==> src/hdl/svlc_pkg.sv <==
// ----------------------------------------------------------------------------
// svlc_pkg
// Shared widths, codes and control structs of the voice loop cursor.
// ----------------------------------------------------------------------------
`default_nettype none

package svlc_pkg;

    localparam int CUR_W          = 32;   // cursor register, fixed point
    localparam int START_W        = 31;   // start position field
    localparam int REG_W          = 19;   // length and loop bound registers
    localparam int STEP_W         = 20;   // pitch step register
    localparam int MODE_W         = 2;
    localparam int FRAC_OUT_W     = 12;   // fraction field of a result
    localparam int CFG_IDX_W      = 3;
    localparam int CFG_DATA_W     = 20;
    localparam int FRAC_BITS_DEF  = 12;
    localparam int INDEX_BITS_DEF = 19;

    localparam logic [STEP_W-1:0] STEP_RESET = STEP_W'(4096);

    localparam logic [MODE_W-1:0] MODE_NONE = 2'd0;
    localparam logic [MODE_W-1:0] MODE_FWD  = 2'd1;
    localparam logic [MODE_W-1:0] MODE_PP   = 2'd2;

    localparam logic CMD_TICK  = 1'b0;
    localparam logic CMD_START = 1'b1;

    localparam logic [CFG_IDX_W-1:0] REG_LOOP_MODE  = 3'd0;
    localparam logic [CFG_IDX_W-1:0] REG_SAMPLE_LEN = 3'd1;
    localparam logic [CFG_IDX_W-1:0] REG_LOOP_START = 3'd2;
    localparam logic [CFG_IDX_W-1:0] REG_LOOP_END   = 3'd3;
    localparam logic [CFG_IDX_W-1:0] REG_STEP       = 3'd4;

    // commands from the controller to the datapath
    typedef struct packed {
        logic accept;
        logic adv;
        logic chk;
        logic fin;
        logic load_out;
    } t_ctrl_cmd;

    // status from the datapath to the controller
    typedef struct packed {
        logic need_move;
        logic need_div;
        logic rem_done;
    } t_dp_sts;

endpackage

`default_nettype wire

==> src/hdl/svlc_if.sv <==
// ----------------------------------------------------------------------------
// svlc_if
// Valid/ready channels of the voice loop cursor: tick items in, results out.
// ----------------------------------------------------------------------------
`default_nettype none

interface svlc_in_if;
    logic                           valid;
    logic                           ready;
    logic                           command;
    logic [svlc_pkg::START_W-1:0]   start_position;

    modport source (output valid, output command, output start_position, input ready);
    modport sink   (input valid, input command, input start_position, output ready);
endinterface

interface svlc_out_if #(
    parameter int INDEX_BITS = svlc_pkg::INDEX_BITS_DEF
);
    logic                              valid;
    logic                              ready;
    logic                              active;
    logic [INDEX_BITS-1:0]             sample_index;
    logic [svlc_pkg::FRAC_OUT_W-1:0]   fraction;

    modport source (output valid, output active, output sample_index, output fraction,
                    input ready);
    modport sink   (input valid, input active, input sample_index, input fraction,
                    output ready);
endinterface

`default_nettype wire

==> src/hdl/svlc_rem.sv <==
// ----------------------------------------------------------------------------
// svlc_rem
// Iterative remainder unit, one restoring step per cycle, with a fast path
// when the dividend is already below the divisor.
// ----------------------------------------------------------------------------
`default_nettype none

module svlc_rem #(
    parameter int W = 34
) (
    input  wire logic         i_clk,
    input  wire logic         i_rst_n,
    input  wire logic         i_start,
    input  wire logic [W-1:0] i_dividend,
    input  wire logic [W-1:0] i_divisor,
    output logic              o_done,
    output logic [W-1:0]      o_remainder
);
    localparam int CNT_W = $clog2(W + 1);

    logic             r_busy;
    logic             r_first;
    logic             r_done;
    logic [CNT_W-1:0] r_cnt;
    logic [W-1:0]     r_dvd;
    logic [W-1:0]     r_div;
    logic [W-1:0]     r_rem;

    logic [W:0]       w_trial;
    logic [W:0]       w_sub;
    logic [W-1:0]     w_rem_next;

    assign w_trial    = {r_rem, r_dvd[W-1]};
    assign w_sub      = w_trial - {1'b0, r_div};
    assign w_rem_next = w_sub[W] ? w_trial[W-1:0] : w_sub[W-1:0];

    always_ff @(posedge i_clk) begin
        if (!i_rst_n) begin
            r_busy  <= 1'b0;
            r_first <= 1'b0;
            r_done  <= 1'b0;
        end else begin
            r_done <= 1'b0;
            if (i_start) begin
                r_busy  <= 1'b1;
                r_first <= 1'b1;
            end else if (r_busy) begin
                if (r_first) begin
                    r_first <= 1'b0;
                    if (r_dvd < r_div) begin
                        r_busy <= 1'b0;
                        r_done <= 1'b1;
                    end
                end else if (r_cnt == CNT_W'(1)) begin
                    r_busy <= 1'b0;
                    r_done <= 1'b1;
                end
            end
        end
    end

    always_ff @(posedge i_clk) begin
        if (i_start) begin
            r_dvd <= i_dividend;
            r_div <= i_divisor;
            r_rem <= '0;
            r_cnt <= CNT_W'(W);
        end else if (r_busy) begin
            if (r_first) begin
                if (r_dvd < r_div) begin
                    r_rem <= r_dvd;
                end
            end else begin
                r_rem <= w_rem_next;
                r_dvd <= r_dvd << 1;
                r_cnt <= r_cnt - 1'b1;
            end
        end
    end

    assign o_done      = r_done;
    assign o_remainder = r_rem;

endmodule

`default_nettype wire

==> src/hdl/svlc_ctrl.sv <==
// ----------------------------------------------------------------------------
// svlc_ctrl
// Sequencer of the voice loop cursor: steps one tick through advance, bound
// check, optional remainder pass and final update, and owns the result valid.
// ----------------------------------------------------------------------------
`default_nettype none

module svlc_ctrl (
    input  wire logic                i_clk,
    input  wire logic                i_rst_n,
    input  wire logic                i_in_valid,
    output logic                     o_in_ready,
    output logic                     o_out_valid,
    input  wire logic                i_out_ready,
    input  wire svlc_pkg::t_dp_sts   i_sts,
    output svlc_pkg::t_ctrl_cmd      o_cmd
);
    import svlc_pkg::*;

    localparam logic [2:0] ST_IDLE = 3'd0;
    localparam logic [2:0] ST_ADV  = 3'd1;
    localparam logic [2:0] ST_CHK  = 3'd2;
    localparam logic [2:0] ST_DIV  = 3'd3;
    localparam logic [2:0] ST_FIN  = 3'd4;
    localparam logic [2:0] ST_PUT  = 3'd5;

    logic [2:0] r_state;
    logic [2:0] n_state;
    logic       r_out_valid;
    logic       w_acc;
    logic       w_out_free;

    assign o_in_ready = (r_state == ST_IDLE);
    assign w_acc      = i_in_valid && o_in_ready;
    assign w_out_free = !r_out_valid || i_out_ready;

    assign o_cmd.accept   = w_acc;
    assign o_cmd.adv      = (r_state == ST_ADV);
    assign o_cmd.chk      = (r_state == ST_CHK);
    assign o_cmd.fin      = (r_state == ST_FIN);
    assign o_cmd.load_out = (r_state == ST_PUT) && w_out_free;

    always_comb begin
        n_state = r_state;
        unique case (r_state)
            ST_IDLE: begin
                if (w_acc) begin
                    n_state = i_sts.need_move ? ST_ADV : ST_PUT;
                end
            end
            ST_ADV: begin
                n_state = ST_CHK;
            end
            ST_CHK: begin
                n_state = i_sts.need_div ? ST_DIV : ST_PUT;
            end
            ST_DIV: begin
                if (i_sts.rem_done) begin
                    n_state = ST_FIN;
                end
            end
            ST_FIN: begin
                n_state = ST_PUT;
            end
            ST_PUT: begin
                if (w_out_free) begin
                    n_state = ST_IDLE;
                end
            end
            default: begin
                n_state = ST_IDLE;
            end
        endcase
    end

    always_ff @(posedge i_clk) begin
        if (!i_rst_n) begin
            r_state     <= ST_IDLE;
            r_out_valid <= 1'b0;
        end else begin
            r_state <= n_state;
            if (o_cmd.load_out) begin
                r_out_valid <= 1'b1;
            end else if (i_out_ready) begin
                r_out_valid <= 1'b0;
            end
        end
    end

    assign o_out_valid = r_out_valid;

endmodule

`default_nettype wire

==> src/hdl/svlc_dp.sv <==
// ----------------------------------------------------------------------------
// svlc_dp
// Datapath of the voice loop cursor: configuration, cursor state, the step
// adder, bound checks, wrap and reflect arithmetic and the result registers.
// ----------------------------------------------------------------------------
`default_nettype none

module svlc_dp #(
    parameter int FRAC_BITS  = svlc_pkg::FRAC_BITS_DEF,
    parameter int INDEX_BITS = svlc_pkg::INDEX_BITS_DEF
) (
    input  wire logic                               i_clk,
    input  wire logic                               i_rst_n,
    input  wire logic                               i_cfg_we,
    input  wire logic [svlc_pkg::CFG_IDX_W-1:0]     i_cfg_idx,
    input  wire logic [svlc_pkg::CFG_DATA_W-1:0]    i_cfg_data,
    input  wire svlc_pkg::t_ctrl_cmd                i_cmd,
    output svlc_pkg::t_dp_sts                       o_sts,
    input  wire logic                               i_command,
    input  wire logic [svlc_pkg::START_W-1:0]       i_start_position,
    output logic                                    o_active,
    output logic [INDEX_BITS-1:0]                   o_sample_index,
    output logic [svlc_pkg::FRAC_OUT_W-1:0]         o_fraction
);
    import svlc_pkg::*;

    localparam int BND_W = REG_W + FRAC_BITS;
    localparam int WRK_W = ((CUR_W > BND_W) ? CUR_W : BND_W) + 2;

    localparam logic [1:0] KIND_WRAP = 2'd0;  // forward loop wrap
    localparam logic [1:0] KIND_PF   = 2'd1;  // ping-pong, hit end moving forward
    localparam logic [1:0] KIND_PB   = 2'd2;  // ping-pong, fell below start

    localparam logic signed [WRK_W-1:0] K_ONE = WRK_W'(1);

    logic [MODE_W-1:0]          r_mode;
    logic [REG_W-1:0]           r_slen;
    logic [REG_W-1:0]           r_lstart;
    logic [REG_W-1:0]           r_lend;
    logic [STEP_W-1:0]          r_step;

    logic [CUR_W-1:0]           r_cur;
    logic                       r_bwd;
    logic                       r_play;
    logic signed [WRK_W-1:0]    r_work;
    logic [1:0]                 r_kind;

    logic                       r_res_active;
    logic [INDEX_BITS-1:0]      r_res_index;
    logic [FRAC_OUT_W-1:0]      r_res_frac;
    logic                       r_out_active;
    logic [INDEX_BITS-1:0]      r_out_index;
    logic [FRAC_OUT_W-1:0]      r_out_frac;

    logic signed [WRK_W-1:0]    w_len;
    logic signed [WRK_W-1:0]    w_s;
    logic signed [WRK_W-1:0]    w_e;
    logic signed [WRK_W-1:0]    w_span;
    logic signed [WRK_W-1:0]    w_cur_ext;
    logic signed [WRK_W-1:0]    w_step_ext;
    logic                       w_is_fwd;
    logic                       w_is_pp;
    logic                       w_loop;
    logic                       w_empty;
    logic                       w_need_move;
    logic [CUR_W+INDEX_BITS-1:0] w_cur_wide;
    logic [CUR_W-1:0]           w_cur_frac;
    logic                       w_bwd_eff;
    logic                       w_c_ge_e;
    logic                       w_c_lt_s;
    logic signed [WRK_W-1:0]    w_c_clamp;
    logic                       w_need_div;
    logic [1:0]                 w_kind;
    logic signed [WRK_W-1:0]    w_dvd_s;
    logic [WRK_W-1:0]           w_divisor;
    logic                       w_rem_done;
    logic [WRK_W-1:0]           w_remainder;
    logic signed [WRK_W-1:0]    w_r;
    logic signed [WRK_W-1:0]    w_fin_c;
    logic                       w_fin_bwd;

    // bounds in fixed point
    assign w_len      = WRK_W'({r_slen, {FRAC_BITS{1'b0}}});
    assign w_s        = WRK_W'({r_lstart, {FRAC_BITS{1'b0}}});
    assign w_e        = WRK_W'({r_lend, {FRAC_BITS{1'b0}}});
    assign w_span     = w_e - w_s;
    assign w_cur_ext  = WRK_W'(r_cur);
    assign w_step_ext = WRK_W'(r_step);

    assign w_is_fwd = (r_mode == MODE_FWD);
    assign w_is_pp  = (r_mode == MODE_PP);
    assign w_loop   = w_is_fwd || w_is_pp;
    assign w_empty  = (w_e <= w_s);

    // a tick moves the cursor unless the voice is stopped or, with no loop, at or past its end
    assign w_need_move = (i_command == CMD_TICK) && r_play
                         && !(!w_loop && (w_cur_ext >= w_len));

    assign w_cur_wide = {{INDEX_BITS{1'b0}}, r_cur};
    assign w_cur_frac = r_cur & ~({CUR_W{1'b1}} << FRAC_BITS);

    assign w_bwd_eff = r_bwd && w_is_pp && !w_empty;

    // bound check on the moved cursor
    assign w_c_ge_e  = (r_work >= w_e);
    assign w_c_lt_s  = (r_work < w_s);
    assign w_c_clamp = r_work[WRK_W-1] ? '0 : r_work;

    assign w_need_div = w_loop && !w_empty
                        && (w_is_fwd ? w_c_ge_e : (r_bwd ? w_c_lt_s : w_c_ge_e));
    assign w_kind     = w_is_fwd ? KIND_WRAP : (r_bwd ? KIND_PB : KIND_PF);
    assign w_dvd_s    = (w_is_pp && r_bwd) ? (w_s - K_ONE - r_work) : (r_work - w_e);
    // ping-pong repeats every two loop lengths
    assign w_divisor  = w_is_fwd ? $unsigned(w_span) : $unsigned(w_span <<< 1);

    svlc_rem #(
        .W (WRK_W)
    ) u_rem (
        .i_clk       (i_clk),
        .i_rst_n     (i_rst_n),
        .i_start     (i_cmd.chk && w_need_div),
        .i_dividend  ($unsigned(w_dvd_s)),
        .i_divisor   (w_divisor),
        .o_done      (w_rem_done),
        .o_remainder (w_remainder)
    );

    // place the cursor from the remainder of the overshoot
    assign w_r = $signed(w_remainder);

    always_comb begin
        w_fin_c   = w_s + w_r;
        w_fin_bwd = 1'b0;
        unique case (r_kind)
            KIND_WRAP: begin
                w_fin_c   = w_s + w_r;
                w_fin_bwd = 1'b0;
            end
            KIND_PF: begin
                if ((w_r == '0) && (r_work > w_e)) begin
                    // whole periods past the end come to rest on the loop end
                    w_fin_c   = w_e;
                    w_fin_bwd = 1'b0;
                end else if (w_r < w_span) begin
                    w_fin_c   = w_e - K_ONE - w_r;
                    w_fin_bwd = 1'b1;
                end else begin
                    w_fin_c   = w_s + w_r - w_span;
                    w_fin_bwd = 1'b0;
                end
            end
            KIND_PB: begin
                if (w_r <= w_span) begin
                    w_fin_c   = w_s + w_r;
                    w_fin_bwd = 1'b0;
                end else begin
                    w_fin_c   = w_e + w_span - K_ONE - w_r;
                    w_fin_bwd = 1'b1;
                end
            end
            default: begin
                w_fin_c   = w_s + w_r;
                w_fin_bwd = 1'b0;
            end
        endcase
    end

    always_ff @(posedge i_clk) begin
        if (!i_rst_n) begin
            r_mode   <= MODE_NONE;
            r_slen   <= '0;
            r_lstart <= '0;
            r_lend   <= '0;
            r_step   <= STEP_RESET;
        end else if (i_cfg_we) begin
            unique case (i_cfg_idx)
                REG_LOOP_MODE:  r_mode   <= i_cfg_data[MODE_W-1:0];
                REG_SAMPLE_LEN: r_slen   <= i_cfg_data[REG_W-1:0];
                REG_LOOP_START: r_lstart <= i_cfg_data[REG_W-1:0];
                REG_LOOP_END:   r_lend   <= i_cfg_data[REG_W-1:0];
                REG_STEP:       r_step   <= i_cfg_data[STEP_W-1:0];
                default: begin
                end
            endcase
        end
    end

    always_ff @(posedge i_clk) begin
        if (!i_rst_n) begin
            r_cur  <= '0;
            r_bwd  <= 1'b0;
            r_play <= 1'b0;
        end else if (i_cmd.accept) begin
            if (i_command == CMD_START) begin
                r_cur  <= CUR_W'(i_start_position);
                r_bwd  <= 1'b0;
                r_play <= 1'b1;
            end else if (!w_need_move) begin
                r_play <= 1'b0;
            end
        end else if (i_cmd.adv) begin
            r_bwd <= w_bwd_eff;
        end else if (i_cmd.chk) begin
            if (!w_need_div) begin
                if (w_loop && w_empty) begin
                    r_cur <= CUR_W'(w_c_clamp);
                    if (w_c_clamp >= w_e) begin
                        r_play <= 1'b0;
                    end
                end else if (w_loop) begin
                    r_cur <= CUR_W'(r_work);
                end else begin
                    r_cur <= CUR_W'(r_work);
                    if (r_work >= w_len) begin
                        r_play <= 1'b0;
                    end
                end
            end
        end else if (i_cmd.fin) begin
            r_cur <= CUR_W'(w_fin_c);
            r_bwd <= w_fin_bwd;
        end
    end

    always_ff @(posedge i_clk) begin
        if (i_cmd.accept) begin
            r_res_active <= w_need_move;
            r_res_index  <= w_need_move ? w_cur_wide[FRAC_BITS +: INDEX_BITS] : '0;
            r_res_frac   <= w_need_move ? w_cur_frac[FRAC_OUT_W-1:0] : '0;
        end
        if (i_cmd.adv) begin
            r_work <= w_bwd_eff ? (w_cur_ext - w_step_ext) : (w_cur_ext + w_step_ext);
        end
        if (i_cmd.chk) begin
            r_kind <= w_kind;
        end
        if (i_cmd.load_out) begin
            r_out_active <= r_res_active;
            r_out_index  <= r_res_index;
            r_out_frac   <= r_res_frac;
        end
    end

    assign o_sts.need_move = w_need_move;
    assign o_sts.need_div  = w_need_div;
    assign o_sts.rem_done  = w_rem_done;

    assign o_active       = r_out_active;
    assign o_sample_index = r_out_index;
    assign o_fraction     = r_out_frac;

endmodule

`default_nettype wire

==> src/hdl/sample_voice_loop_cursor.sv <==
// ----------------------------------------------------------------------------
// sample_voice_loop_cursor
// Loop-aware sample address generator for one voice of a sample mixer.
// ----------------------------------------------------------------------------
// Each tick transfer returns the sample index and fraction of the cursor as it
// stood, then moves the cursor by the step and applies the loop mode: stop at
// the sample end, wrap by the loop length, or reflect between the loop bounds.
// A start transfer places the cursor and returns an inactive result, as does a
// tick on a stopped voice. One item is worked on at a time; the next is taken
// while the previous result still waits in the output register. A start or a
// silent tick goes straight to the result register, a tick that stays inside
// its bounds passes the advance and bound-check states first, and a tick that
// wraps or reflects also passes the remainder and final-update states; there
// an overshoot shorter than one loop period (the loop length, twice that for
// ping-pong) takes the fast path of the bit-serial remainder unit, W bits
// wide (34 at default fraction width), that folds overshoots into the loop.
// ----------------------------------------------------------------------------
`default_nettype none

module sample_voice_loop_cursor #(
    parameter int FRAC_BITS  = svlc_pkg::FRAC_BITS_DEF,
    parameter int INDEX_BITS = svlc_pkg::INDEX_BITS_DEF
) (
    input  wire logic                              i_clk,
    input  wire logic                              i_rst_n,
    svlc_in_if.sink                                i_item,
    svlc_out_if.source                             o_result,
    input  wire logic                              i_cfg_we,
    input  wire logic [svlc_pkg::CFG_IDX_W-1:0]    i_cfg_idx,
    input  wire logic [svlc_pkg::CFG_DATA_W-1:0]   i_cfg_data
);
    import svlc_pkg::*;

    t_ctrl_cmd              w_cmd;
    t_dp_sts                w_sts;
    logic                   w_in_ready;
    logic                   w_out_valid;
    logic                   w_active;
    logic [INDEX_BITS-1:0]  w_index;
    logic [FRAC_OUT_W-1:0]  w_frac;

    svlc_ctrl u_ctrl (
        .i_clk       (i_clk),
        .i_rst_n     (i_rst_n),
        .i_in_valid  (i_item.valid),
        .o_in_ready  (w_in_ready),
        .o_out_valid (w_out_valid),
        .i_out_ready (o_result.ready),
        .i_sts       (w_sts),
        .o_cmd       (w_cmd)
    );

    svlc_dp #(
        .FRAC_BITS  (FRAC_BITS),
        .INDEX_BITS (INDEX_BITS)
    ) u_dp (
        .i_clk            (i_clk),
        .i_rst_n          (i_rst_n),
        .i_cfg_we         (i_cfg_we),
        .i_cfg_idx        (i_cfg_idx),
        .i_cfg_data       (i_cfg_data),
        .i_cmd            (w_cmd),
        .o_sts            (w_sts),
        .i_command        (i_item.command),
        .i_start_position (i_item.start_position),
        .o_active         (w_active),
        .o_sample_index   (w_index),
        .o_fraction       (w_frac)
    );

    assign i_item.ready          = w_in_ready;
    assign o_result.valid        = w_out_valid;
    assign o_result.active       = w_active;
    assign o_result.sample_index = w_index;
    assign o_result.fraction     = w_frac;

    // one item in flight: no second transfer right after one
    a_one_in_flight: assert property (@(posedge i_clk) disable iff (!i_rst_n)
        (i_item.valid && i_item.ready) |=> !i_item.ready)
        else $error("input taken while an item is in flight");

    // the remainder unit only reports while an item is being worked on
    a_rem_busy: assert property (@(posedge i_clk) disable iff (!i_rst_n)
        w_sts.rem_done |-> !i_item.ready)
        else $error("remainder done with no item in flight");

    // a result appears only after the sequencer hands it over
    a_out_from_load: assert property (@(posedge i_clk) disable iff (!i_rst_n)
        $rose(o_result.valid) |-> $past(w_cmd.load_out))
        else $error("result valid without a load");

endmodule

`default_nettype wire

==> src/flat_wrapper.sv <==
// flat-port wrapper written by rule: the top's interface ports become plain ports
module sample_voice_loop_cursor_flat import svlc_pkg::*;
#(
    parameter int FRAC_BITS  = svlc_pkg::FRAC_BITS_DEF,
    parameter int INDEX_BITS = svlc_pkg::INDEX_BITS_DEF
)
  (i_clk, i_rst_n, i_cfg_we, i_cfg_idx, i_cfg_data, i_item_valid, i_item_command, i_item_start_position, i_item_ready, o_result_valid, o_result_active, o_result_sample_index, o_result_fraction, o_result_ready);
  svlc_in_if i_item_i ();
  svlc_out_if #(.INDEX_BITS(INDEX_BITS)) o_result_i ();
  input  wire logic i_clk;
  input  wire logic i_rst_n;
  input  wire logic i_cfg_we;
  input  wire logic [svlc_pkg::CFG_IDX_W-1:0] i_cfg_idx;
  input  wire logic [svlc_pkg::CFG_DATA_W-1:0] i_cfg_data;
  input wire logic [$bits(i_item_i.valid)-1:0] i_item_valid;
  input wire logic [$bits(i_item_i.command)-1:0] i_item_command;
  input wire logic [$bits(i_item_i.start_position)-1:0] i_item_start_position;
  output wire logic [$bits(i_item_i.ready)-1:0] i_item_ready;
  output wire logic [$bits(o_result_i.valid)-1:0] o_result_valid;
  output wire logic [$bits(o_result_i.active)-1:0] o_result_active;
  output wire logic [$bits(o_result_i.sample_index)-1:0] o_result_sample_index;
  output wire logic [$bits(o_result_i.fraction)-1:0] o_result_fraction;
  input wire logic [$bits(o_result_i.ready)-1:0] o_result_ready;
  assign i_item_i.valid = i_item_valid;
  assign i_item_i.command = i_item_command;
  assign i_item_i.start_position = i_item_start_position;
  assign i_item_ready = i_item_i.ready;
  assign o_result_valid = o_result_i.valid;
  assign o_result_active = o_result_i.active;
  assign o_result_sample_index = o_result_i.sample_index;
  assign o_result_fraction = o_result_i.fraction;
  assign o_result_i.ready = o_result_ready;
  sample_voice_loop_cursor #(.FRAC_BITS(FRAC_BITS), .INDEX_BITS(INDEX_BITS)) u_core (.i_clk(i_clk), .i_rst_n(i_rst_n), .i_item(i_item_i), .o_result(o_result_i), .i_cfg_we(i_cfg_we), .i_cfg_idx(i_cfg_idx), .i_cfg_data(i_cfg_data));
endmodule
==> config.mk <==
export PLATFORM = sky130hd
export DESIGN_NAME = sample_voice_loop_cursor_flat
export DESIGN_NICKNAME = d
export VERILOG_FILES = /design/src/hdl/svlc_pkg.sv /design/src/hdl/svlc_if.sv /design/src/hdl/svlc_rem.sv /design/src/hdl/svlc_ctrl.sv /design/src/hdl/svlc_dp.sv /design/src/hdl/sample_voice_loop_cursor.sv /design/src/flat_wrapper.sv
export SDC_FILE = /design/constraint.sdc
export NUM_CORES = 1
export LEC_CHECK = 0
export BUFFER_PORTS_ARGS = -buffer_cell sky130_fd_sc_hd__buf_4
export CORE_MARGIN = 2
export CORE_UTILIZATION = 60
export CTS_BUF_LIST = sky130_fd_sc_hd__clkbuf_16
export DETAILED_ROUTE_END_ITERATION = 12
export PLACE_DENSITY = 0.8
export SLEW_MARGIN = 20
export SYNTH_ARGS = -nofsm -noshare
export SYNTH_HDL_FRONTEND = slang
export SYNTH_SLANG_ARGS = --single-unit
==> constraint.sdc <==
create_clock -name i_clk -period 8.1 [get_ports i_clk]
set_clock_uncertainty 0.05 [all_clocks]
set_input_delay 1.62 -clock i_clk [delete_from_list [all_inputs] [get_ports i_clk]]
set_output_delay 1.62 -clock i_clk [all_outputs]
set_load 0.05 [all_outputs]
==> impl_metrics.json <==
{
  "drt_drc_violations_left": 0,
  "syn_inst": 3285,
  "place_ws_ns": 1.88,
  "cp.buffers_inverters": 1,
  "synth-edff-count": 155,
  "place.port_buffers": 93,
  "slew_headroom_pct": 29.1,
  "crit_required_ns": 8.52,
  "first_global_vias": 25300,
  "areaGrowthSynthToFinish_pct": 9.71,
  "cp_top_family": "compound AO/OA/AOI/OAI gates",
  "cpMaxStageDelayCell": "a21o_1",
  "tns_ns": 0,
  "outcome": "completed",
  "hpwl_um": 83700,
  "setup_viol": 0,
  "cts_hold_buf": 0,
  "grt_overflow": 0,
  "timing.rr.end": "u_core.u_dp.r_cur[28]",
  "hp-class": "flop to flop",
  "vias": 26900,
  "ys.warnings.count": 0,
  "switching_share_pct": 46.4,
  "switchingPower_mw": 4.00,
  "dpl_cell_area_um2": 28500,
  "drtAntennaViolNets": 0,
  "die-height_um": 217,
  "ys_top_cells_by_area": "edfxtp_1 (17%), ha_1 (14%), dfxtp_1 (12%), a21oi_1 (5.9%), nand2_1 (4.9%)",
  "cts_setup_buffers": 0,
  "antenna_found_initial": 1,
  "period_needed_ns": 6.22,
  "power_density_nw_per_um2": 289,
  "viasPerCell": 6.78,
  "die_area_um2": 47100,
  "min_to": "u_core.u_dp.o_sample_index[12]",
  "h-tree-depth": 2,
  "grt_pass1_wl_um": 157000,
  "clockBufferDepth": 3,
  "critPathLaunchType": "flop",
  "drt-wirelength-per-cell_um": 26.8,
  "avgSynthCellArea_um2": 8.28,
  "drive_above_1_share_pct": 7.65,
  "clock_sinks": 315,
  "ys_types": 94,
  "coreArea_um2": 45100,
  "cts_resized": 0,
  "max_cap_viol_count": 0,
  "start_util_pct": 60.3,
  "die_x_um": 217,
  "post-route-period-util_pct": 76.7,
  "rsz0062_at_grt": "false",
  "ys_seq_area_share_pct": 28.9,
  "netlist_area_um2": 27200,
  "num_io_pins": 94,
  "total_leakage_power_nw": 12.3,
  "synth.top_cell.area_share_pct": 17.1,
  "slowest_delay_ns": 0.73,
  "hp-start": "u_core.u_dp.r_res_index[12]",
  "grt_max_degree": 127,
  "worst_setup_path_end_kind": "flop",
  "synth_top_flop_cell": "dfxtp_1",
  "totalWireLength_um": 106000,
  "max-vdd-ir-drop_v": 0.000224,
  "fin_ws_ns": 1.88,
  "stdcell_area_um2": 29800,
  "post-synth-top-area-cell": "edfxtp_1",
  "crit_chain": "inv_1, ha_1, or2b_1, a21o_1, a21oi_4, a31oi_4, o21bai_1, a21oi_1, o21ai_0, ha_1, and3_1, nand2_1, mux2i_1, a211oi_1, and3b_1, a21o_1, mux2_2, a22oi_1, a31oi_1",
  "p_clk_share_pct": 21.3,
  "combinationalPowerShare_pct": 53.0,
  "p_seq_share_pct": 25.7,
  "cts_made_buffers": 39,
  "first_iter_violations": 3455,
  "final_max_slew_viol_count": 0,
  "clockRootBuffer": "clkbuf_16",
  "cts_tree": "done",
  "nets": 3745,
  "hold_viol_final": 0,
  "clkTransAtPathRegs_ns": 0.06,
  "p_int_mw": 4.62,
  "async_reset_ff_share_pct": 0,
  "worst-setup-path-type": "flop to flop",
  "dr.pass1.iters": 8,
  "crit_path_max_fanout": 15,
  "insertion_delay_ns": 0.60,
  "timing.rr.start": "u_core.u_dp.r_lstart[1]",
  "worst_r2r_path_depth": 19,
  "r2r_slack_ns": 1.88,
  "gp_congestion": 1.08,
  "grtUsageTotal_pct": 44.4,
  "min_path_cells": 0,
  "synth_seq_cells": 315,
  "worstMarginPinSlew_ns": 1.05,
  "synth_fp_nets": 3687,
  "fmax_ghz": 0.161,
  "std_cell_rows": 78,
  "arrival_ns": 6.63
}
[cell type report]
class / count / area, um2
clock inverter: 33 / 319
tap: 600 / 751
multi-input combinational: 2593 / 18000
inverter: 263 / 990
antenna: 1 / 2.50
fill: 3749 / 15200
timing repair buffer: 131 / 996
clock buffer: 39 / 976
sequential: 315 / 7860
[state kept, by name, summed over array words and instances, names as in the netlist, 2 cells and up]
name / flops
u_core.u_dp.r_mode: 2
u_core.u_dp.r_res_index: 19
u_core.u_dp.r_step: 20
u_core.u_dp.r_lend: 19
u_core.u_dp.u_rem.r_cnt: 6
u_core.u_dp.r_res_frac: 12
u_core.u_dp.o_fraction: 12
u_core.u_ctrl.r_state: 3
u_core.u_dp.r_work: 34
u_core.u_dp.o_sample_index: 19
u_core.u_dp.r_cur: 32
u_core.u_dp.r_slen: 19
u_core.u_dp.r_kind: 2
u_core.u_dp.u_rem.r_dvd: 34
u_core.u_dp.u_rem.r_div: 21
u_core.u_dp.u_rem.o_remainder: 34
u_core.u_dp.r_lstart: 19
[how the worst max path moves through the flow]
stage | startpoint | end | slack [ns] | cells past startpoint
after floorplan | u_core.u_dp.r_lend[1] | u_core.u_dp.u_rem.r_dvd[0] | 2.51 | 10
after global placement | u_core.u_dp.r_lstart[1] | u_core.u_dp.r_cur[11] | 2.07 | 19
after detailed placement | u_core.u_dp.r_lstart[1] | u_core.u_dp.r_cur[4] | 1.88 | 19
after CTS | u_core.u_dp.r_lstart[1] | u_core.u_dp.r_cur[1] | 1.75 | 19
after global routing | u_core.u_dp.r_lstart[1] | u_core.u_dp.r_cur[2] | 1.56 | 20
final | u_core.u_dp.r_lstart[1] | u_core.u_dp.r_cur[28] | 1.88 | 19
[through the flow]
step / utilization (%) / power, mW / std cells / hold WS, ns
finish: 66.2 / 8.62 / 3975 / 0.359
global route: 66.2 / 8.97 / 3974 / 0.371
CTS: 66.1 / 8.42 / 3973 / 0.364
detailed placement: 63.3 / 6.58 / 3901 / 0.355
global placement: 63.3 / 6.50 / 3901 / 0.351
floorplan: - / 5.14 / 3285 / 0.350
[power groups by stage]
stage,Clock (mW),Combinational [mW],Sequential [mW]
floorplan,0,3.07,2.07
global placement,0,4.29,2.21
detailed placement,0,4.36,2.22
CTS,1.83,4.40,2.19
global route,1.89,4.87,2.22
finish,1.83,4.57,2.22
[Yosys cell counts (14+ instances only)]
library cell and instances:
dfxtp_1 160, o31ai_1 15, fa_1 27, nand3_1 55, nor3_1 77, inv_1 260, clkbuf_1 95, nor2b_1 39
o21a_1 38, xor2_1 53, o211ai_1 25, and2_1 34, nor2_1 296, nand2b_1 29, nor4_1 31, a21oi_1 320
xnor2_1 141, a21o_1 79, edfxtp_1 155, o21ai_1 18, o21bai_1 28, or3_1 18, a211oi_1 53, o21ai_0 156
ha_1 315, a31oi_1 43, or2_2 14, mux2i_1 73, nand2_1 352, and3_1 25, nand4_1 30
[cells by family (layout without fill, tap and decap cells)]
logic type,count (synthesis),count (layout),share of synthesized area [%]
mux,81,81,3.03
simple gates,1032,1032,17.4
other cells,0,1,0
flops,315,315,28.9
compound gates,942,942,22.4
xor+xnor,195,195,6.35
buf+inv,377,466,5.37
fa+ha+maj,343,343,16.5
[placed cells by master, fill, tap and decap left out, drive strengths merged, types with 38 or more instances in the layout]
cell type / instances
o21a: 38
mux2i: 73
xor2: 53
xnor2: 142
o21ai: 176
a21o: 79
buf: 130
nor2b: 39
nor3: 79
edfxtp: 155
nand2: 352
a211oi: 55
ha: 315
dfxtp: 160
inv: 271
a21oi: 323
clkbuf: 40
nand3: 55
nor2: 297
a31oi: 44
[routing by layer]
layer / part of all wire (%) / GRT usage [%] / up-vias
li1: - / - / 11900
met1: 39 / 58.2 / 12700
met4: 6.8 / 25.5 / 0
met3: 13 / 11.9 / 390
met5: 0 / 0 / -
met2: 42 / 66.1 / 1898
(Power assumes the default switching activity.)
